`src/rtl/core/nns_pkg.sv`:
```
`timescale 1ns / 1ps
`default_nettype none

package nns_pkg;

  // Source image size.
  localparam int IN_ROWS = 28;
  localparam int IN_COLS = 28;
  localparam int DEPTH   = IN_ROWS * IN_COLS;
  localparam int ADDR_W  = (DEPTH > 1) ? $clog2(DEPTH) : 1;

  // Field widths.
  localparam int CRD_W  = 6;
  localparam int PIX_W  = 8;
  localparam int SIZE_W = 7;
  localparam int DEN_W  = SIZE_W + 1;
  localparam int NUM_W  = 13;
  localparam int CFG_IDX_W = 2;

  // Largest output size and the reset value of both size registers.
  localparam int MAX_SIZE   = 64;
  localparam int SIZE_RESET = 28;

  // Width of a source index. Quotients never reach the larger input size.
  localparam int IN_MAX = (IN_ROWS > IN_COLS) ? IN_ROWS : IN_COLS;
  localparam int IDX_W  = (IN_MAX > 1) ? $clog2(IN_MAX) : 1;

  // Configuration register indexes.
  typedef enum logic [CFG_IDX_W-1:0] {
    REG_OUT_ROWS = 2'd0,
    REG_OUT_COLS = 2'd1
  } nns_reg_t;

  // Operation codes.
  localparam logic OP_WRITE = 1'b0;
  localparam logic OP_READ  = 1'b1;

  typedef struct packed {
    logic             op;
    logic [CRD_W-1:0] row;
    logic [CRD_W-1:0] col;
    logic [PIX_W-1:0] pixel;
  } nns_in_t;

  typedef struct packed {
    logic [PIX_W-1:0] value;
    logic             out_of_range;
  } nns_out_t;

  // Per-item control that travels beside the index dividers.
  typedef struct packed {
    logic              vld;
    logic              rd;
    logic              oor;
    logic              wen;
    logic [ADDR_W-1:0] waddr;
    logic [PIX_W-1:0]  pixel;
  } nns_side_t;

  // State of one axis inside the restoring divider.
  typedef struct packed {
    logic [NUM_W-1:0] rem;
    logic [DEN_W-1:0] den;
    logic [IDX_W-1:0] quo;
  } nns_axis_t;

endpackage

`default_nettype wire

```
`src/rtl/core/nns_index_pipe.sv`:
```
`timescale 1ns / 1ps
`default_nettype none

// Pipelined restoring division for both axes, one quotient bit per stage.
module nns_index_pipe (
  input  logic                    clk,
  input  logic                    rst_n,
  input  logic                    en,
  input  nns_pkg::nns_side_t      side_i,
  input  nns_pkg::nns_axis_t      row_i,
  input  nns_pkg::nns_axis_t      col_i,
  output nns_pkg::nns_side_t      side_o,
  output logic [nns_pkg::IDX_W-1:0] row_idx_o,
  output logic [nns_pkg::IDX_W-1:0] col_idx_o
);
  import nns_pkg::*;

  localparam int TW = NUM_W + IDX_W;

  nns_side_t side_r [0:IDX_W];
  nns_axis_t row_r  [0:IDX_W];
  nns_axis_t col_r  [0:IDX_W];

  always_ff @(posedge clk) begin
    if (!rst_n) begin
      side_r[0].vld <= 1'b0;
    end else if (en) begin
      side_r[0].vld <= side_i.vld;
    end
    if (en) begin
      side_r[0].rd    <= side_i.rd;
      side_r[0].oor   <= side_i.oor;
      side_r[0].wen   <= side_i.wen;
      side_r[0].waddr <= side_i.waddr;
      side_r[0].pixel <= side_i.pixel;
      row_r[0]        <= row_i;
      col_r[0]        <= col_i;
    end
  end

  for (genvar s = 0; s < IDX_W; s++) begin : g_stage
    localparam int K = IDX_W - 1 - s;

    nns_axis_t row_nxt;
    nns_axis_t col_nxt;
    logic [TW-1:0] row_trial;
    logic [TW-1:0] col_trial;

    always_comb begin
      row_nxt   = row_r[s];
      col_nxt   = col_r[s];
      row_trial = TW'(row_r[s].den) << K;
      col_trial = TW'(col_r[s].den) << K;
      if (TW'(row_r[s].rem) >= row_trial) begin
        row_nxt.rem    = row_r[s].rem - row_trial[NUM_W-1:0];
        row_nxt.quo[K] = 1'b1;
      end
      if (TW'(col_r[s].rem) >= col_trial) begin
        col_nxt.rem    = col_r[s].rem - col_trial[NUM_W-1:0];
        col_nxt.quo[K] = 1'b1;
      end
    end

    always_ff @(posedge clk) begin
      if (!rst_n) begin
        side_r[s+1].vld <= 1'b0;
      end else if (en) begin
        side_r[s+1].vld <= side_r[s].vld;
      end
      if (en) begin
        side_r[s+1].rd    <= side_r[s].rd;
        side_r[s+1].oor   <= side_r[s].oor;
        side_r[s+1].wen   <= side_r[s].wen;
        side_r[s+1].waddr <= side_r[s].waddr;
        side_r[s+1].pixel <= side_r[s].pixel;
        row_r[s+1]        <= row_nxt;
        col_r[s+1]        <= col_nxt;
      end
    end
  end

  assign side_o    = side_r[IDX_W];
  assign row_idx_o = row_r[IDX_W].quo;
  assign col_idx_o = col_r[IDX_W].quo;

endmodule

`default_nettype wire

```
`config.mk`:
```
export PLATFORM = sky130hd
export DESIGN_NAME = nns_index_pipe
export DESIGN_NICKNAME = d
export VERILOG_FILES = /design/src/rtl/core/nns_pkg.sv /design/src/rtl/core/nns_index_pipe.sv
export SDC_FILE = /design/constraint.sdc
export NUM_CORES = 1
export LEC_CHECK = 0
export BUFFER_PORTS_ARGS = -buffer_cell sky130_fd_sc_hd__buf_4
export CAP_MARGIN = 15
export CORE_MARGIN = 4
export CORE_UTILIZATION = 60
export CTS_CLUSTER_SIZE = 40
export DETAILED_ROUTE_END_ITERATION = 10
export PLACE_DENSITY = 0.79
export SETUP_SLACK_MARGIN = 0.1
export SLEW_MARGIN = 0
export SYNTH_ARGS = -nofsm -noshare
export SYNTH_HDL_FRONTEND = slang
export SYNTH_SLANG_ARGS = --single-unit
```
`constraint.sdc`:
```
create_clock -name clk -period 3.4 [get_ports clk]
set_clock_uncertainty 0.15 [all_clocks]
set_input_delay 0.34 -clock clk [delete_from_list [all_inputs] [get_ports clk]]
set_output_delay 0.34 -clock clk [all_outputs]
set_load 0.02 [all_outputs]
```
==> run summary, run 1 <==
htree depth = 2
layout cells sized above 1 = 16.3%
minimum clock period = 3000 ps
synth-to-layout area growth = 20.5%
Fin Setup TNS = 0 ps
initial antenna violation count = 2
total chip power = 13.1 mW
largest net degree at the start of global routing = 97
clk_lat worst skew = 540 ps
Mapped Area = 0.0169 sq mm
initial core utilization = 60.8%
final net count = 1497
Post-synth EDFFs = 401
CP endpoint kind = register
routed vias/inst = 5.40
global route total overflow = 0
Slew HR = 48.2%
synth top area cells = edfxtp_1 (71%), ha_1 (5.9%), inv_1 (2.3%)
RSZ-0062 raised after global routing = false
residual DRC count = 0
core area = 0.0278 sq mm
Root Driver = clkbuf_16
syn_area_per_cell = 15.3 sq um
Layout Utilization = 73.3%
Cells after Synth = 1103
asr flop ratio synth = 0%
Slew @ Worst Pin = 758 ps
final WL = 28900 um
Clk pin slew, worst setup/hold paths = 70 ps
LEAKAGE = 7.83 nW
Hold Vio Cnt, Final = 0
Num CTS Buffers = 40
Max-cap violations = 0
dpl hpwl = 17800 um
DRT iter0 DRCs = 576
Critical Path RT = 3540 ps
row cnt = 61
Final Cycle Share = 88.3%
Synth Warn # = 0
synthesized net count = 1268
predominant post-synthesis flop cell = edfxtp_1
Routed WL per cell = 16.6 um
Unique masters post-synth = 71
Worst IR Drop VDD = 0.558 mV
Final setup violation count = 0
Crit Path Class = register to register
GP Congestion = 0.880
IO buf count = 108
Ports = 109
Die X = 176 um
most common cell in the netlist = edfxtp_1
top cells by count, synth = edfxtp_1 (401), inv_1 (103), ha_1 (80)
TritonCTS clock tree = done
Power Density = 642 mW/mm^2
die area = 0.0309 sq mm
status = completed
share of the synthesized area in the top cell type = 71.3%
HP Class = input pin to register
crit start category = register
Max Slew Vio Count = 0
Peak Freq = 333 MHz
vias in the first global route = 9663
Pre-antenna DRT Iters = 5
CP Max Fanout = 11
total number of vias = 9405
post-CTS setup buffer count = 0
first-pass GRT wire length = 47400 um
die height = 176 um
register area share after synthesis = 71.4%
GRT Total Usage = 18.9%
total clock sinks = 402
cell taking the most area after synthesis = edfxtp_1
Worst Path Arrival = 3140 ps
Max clock buf depth = 3
synthesized flop and latch total = 402
post-route ant nets = 0
[cells in the final DEF, fill, tap and decap left out, types with 9 or more instances in the layout]
cell	instances
edfxtp_1	401
buf_4	115
inv_1	103
ha_1	80
dlygate4sd3_1	75
nand2_1	53
o21ai_0	48
a21oi_1	46
clkbuf_16	42
nor2_1	41
xnor2_1	28
nor2b_1	23
mux2_2	20
nand2b_1	18
nor3_1	16
o21a_1	16
a21o_1	15
nor4_1	14
xor2_1	13
and3_1	12
nand3_1	10
clkbuf_1	10
mux2i_1	9
[registers in the layout (all words and copies together) (netlist names)]
register and flops:
row_r 135, col_r 135, side_r 132
[worst max-delay path: stages (launching register included)]
cell and delay, ps:
edfxtp_1 440, ha_1 360, nor4b_1 480, a211oi_1 180
o21ai_0 370, a41o_1 230, buf_4 180, mux2_2 370
[path summary, 6_finish.rpt]
path	startpoint	endpoint	slack, ps	cells after the start
max reg2reg	col_r[0][5]	col_r[1][20]	400	7
max	col_r[0][5]	col_r[1][20]	400	7
min	en	side_r[1][12]	180	1
min reg2reg	side_r[4][5]	side_r[5][5]	260	0
[timing repair]
action                    in CTS  in global routing
hold endpoints to repair      75                  0
resized for setup              0                  0
hold buffers                  75                  0
[cell type report]
cell class,count,area (sq um)
antenna,2,5.00
fill,1691,7420
timing repair buffer,197,1750
clock buffer,52,1090
clock inverter,20,203
multi-input combinational,588,4390
sequential,402,12100
tap,378,473
inverter,103,387
[per-stage QoR]
stage                     std cells  cell area [sq um]  setup slack, ps  hold WS, ps
after floorplan                1103              16900              593          250
after global placement         1593              18300              467          250
after detailed placement       1593              18300              417          255
after CTS                      1740              20400              408          203
after global routing           1742              20400              269          203
final                          1742              20400              398          181
[power by group]
part / internal [mW] / leakage [nW] / total [mW] / switching [mW]
Sequential: 6.18 / 3.91 / 6.45 / 0.269
Clock: 2.51 / 0.630 / 4.29 / 1.79
Combinational: 1.12 / 3.30 / 2.32 / 1.21
[per-layer routing]
| metal | global-route usage (%) | part of all wire (%) |
|---|---|---|
| met2 | 33.1 | 51 |
| met4 | 6.95 | 3.1 |
| met1 | 23.7 | 41 |
| met5 | 0 | 0 |
| met3 | 3.72 | 4.8 |
[cells by family after synthesis]
group | count (synthesis) | synth area share (%)
simple gates | 233 | 7.36
xor+xnor | 41 | 2.12
compound gates | 194 | 7.51
mux | 32 | 2.13
flops | 402 | 71.4
buf+inv | 113 | 2.64
fa+ha+maj | 88 | 6.87
(Power assumes the default switching activity.)
==> run 2, diff against run 1 <==
--- a/config.mk
+++ b/config.mk
@@ -13,2 +13,3 @@
 export DETAILED_ROUTE_END_ITERATION = 10
+export MAX_ROUTING_LAYER = met4
 export PLACE_DENSITY = 0.79
--- a/constraint.sdc
+++ b/constraint.sdc
@@ -4,2 +4,2 @@
 set_output_delay 0.34 -clock clk [all_outputs]
-set_load 0.02 [all_outputs]
+set_load 0.005 [all_outputs]
==> run 2 against run 1 <==
Compared with the run above:
- sequential cell count did not move
- combinational power barely moved
- sequential power barely moved
- power fell by 0.14%
- routed wire length rose by 0.11%
- critical path type unchanged
==> run summary, run 2 (synthesis gave the netlist of run 1 again) <==
die height = 176 um (unchanged)
clock share of power = 33.0% (about the same)
r2r worst-path depth = 7 (unchanged)
Fin Setup TNS = 0 ps (unchanged)
Root Driver = clkbuf_16
Sw Share = 24.9% (-0.099 points)
RSZ-0062 raised after global routing = false
synth-to-layout area growth = 20.5% (unchanged)
Num CTS Buffers = 40 (unchanged)
dpl ws = 417 ps (unchanged)
Comb pwr share = 17.6% (-0.2 points)
Peak Freq = 334 MHz (+0.24%)
CP Max Fanout = 11 (unchanged)
Final Cycle Share = 88.1% (-0.21 points)
Critical Path RT = 3540 ps (about the same)
initial core utilization = 60.8% (unchanged)
vias in the first global route = 9647 (-0.17%)
GRT Total Usage = 19.5% (+0.58 points)
die area = 0.0309 sq mm (unchanged)
Final setup violation count = 0 (unchanged)
status = completed
global route total overflow = 0 (unchanged)
layout cells sized above 1 = 16.3% (unchanged)
IO buf count = 108 (unchanged)
Pre-antenna DRT Iters = 5 (unchanged)
dpl hpwl = 17800 um (unchanged)
LEAKAGE = 7.83 nW (unchanged)
total clock sinks = 402 (unchanged)
crit start category = register
core area = 0.0278 sq mm (unchanged)
placed insts = 1593 (unchanged)
clk_lat worst skew = 540 ps (about the same)
most common cell after layout, fill and taps aside = edfxtp_1
Max Slew Vio Count = 0 (unchanged)
largest net degree at the start of global routing = 97 (unchanged)
final WL = 28900 um (+0.11%)
biggest regs = col_r x135, row_r x135, side_r x132
Slew HR = 48.4% (+0.19 points)
cell area after layout = 0.0204 sq mm (unchanged)
Pint = 9.80 mW (about the same)
Worst IR Drop VDD = 0.557 mV (about the same)
Seq pwr share = 49.4% (about the same)
residual DRC count = 0 (unchanged)
most frequent cells in the layout = edfxtp_1 (401), buf_4 (115), inv_1 (103)
total number of vias = 9387 (-0.19%)
Slew @ Worst Pin = 755 ps (-2.74 ps)
Worst Path Arrival = 3130 ps (about the same)
Hold Path Stages = 1 (unchanged)
Sw Pwr = 3.24 mW (-0.54%)
reg2reg setup slack = 400 ps (about the same)
row cnt = 61 (unchanged)
GP Congestion = 0.897 (+1.9%)
DRT iter0 DRCs = 583 (+1.2%)
Crit Path Class = register to register
Layout Utilization = 73.3% (unchanged)
min-delay src = en
Worst R2R Start = col_r[0][5]
Cell Area, Placed = 0.0183 sq mm (unchanged)
Hold Vio Cnt, Final = 0 (unchanged)
post-route ant nets = 0 (unchanged)
routed vias/inst = 5.39 (-0.19%)
Die X = 176 um (unchanged)
first-pass GRT wire length = 47400 um (about the same)
Max clock buf depth = 3 (unchanged)
final net count = 1497 (unchanged)
htree depth = 2 (unchanged)
initial antenna violation count = 2 (unchanged)
HP Class = input pin to register
Max-cap violations = 0 (unchanged)
Clk pin slew, worst setup/hold paths = 70 ps (about the same)
Worst Hold End = side_r[1][12]
TritonCTS clock tree = done
Ports = 109 (unchanged)
fin cells = 1742 (unchanged)
reg-to-reg critical path endpoint = col_r[1][20]
fillers = 1691 (unchanged)
Power Density = 641 mW/mm^2 (-0.14%)
minimum clock period = 3000 ps (-7.08 ps)
Routed WL per cell = 16.6 um (+0.11%)
final worst setup slack = 405 ps (+7.08 ps)
CP endpoint kind = register
## run 2: cell counts in the layout (fill, tap and decap cells not counted)
Identical to the previous run, type by type.
## run 2: routing by layer
layer	vias up	GRT usage, %	routed length (um)
met1	4472	24.0	12000
met3	66	3.31	1270
li1	4615	-	-
met5	-	-	0
met2	234	33.1	14800
met4	0	6.95	906
## run 2: metrics by stage
step	power, mW	hold WS, ps
2_1_floorplan	8.08	250
3_3_place_gp	8.62	250
3_5_place_dp	8.72	255
4_1_cts	13.1	203
5_1_grt	13.7	205
6_report	13.0	194
## run 2: power by group through the flow
stage	Combinational [mW]	Sequential (mW)	Clock, mW
2_1_floorplan	1.65	6.44	0
3_3_place_gp	2.11	6.51	0
3_5_place_dp	2.18	6.54	0
4_1_cts	2.28	6.44	4.35
5_1_grt	2.58	6.50	4.61
6_report	2.30	6.45	4.30
## run 2: cell type report
| type | count | area (sq um) | area share (%) |
|---|---|---|---|
| diodes | 2 | 5.00 | 0.0246 |
| clock buffers | 52 | 1090 | 5.35 |
| clock inverters | 20 | 203 | 0.996 |
| inverters | 103 | 387 | 1.90 |
| multi-input cells | 588 | 4390 | 21.6 |
| flip-flops and latches | 402 | 12100 | 59.2 |
| well taps | 378 | 473 | 2.32 |
| repair buffers | 197 | 1750 | 8.59 |
## run 2: worst max path at each step
stage / from / end / slack (ps)
after floorplan: col_r[3][14] / col_r[4][15] / 590
after global placement: col_r[3][14] / col_r[4][15] / 470
after detailed placement: col_r[3][14] / col_r[4][15] / 420
after CTS: col_r[3][14] / col_r[4][21] / 410
after global routing: row_r[3][14] / row_r[4][1] / 270
final: col_r[0][5] / col_r[1][20] / 400
## run 2: repair_timing
action                                 4_1_cts  5_1_grt
buffers inserted                             0        0
resized for setup                            0        0
endpoints found under the hold margin       75        0
hold buffers                                75        0
## run 2: critical path, stage by stage, from the launching register on
cell	delay, ps
edfxtp_1	440
ha_1	350
nor4b_1	480
a211oi_1	180
o21ai_0	370
a41o_1	230
buf_4	180
mux2_2	370
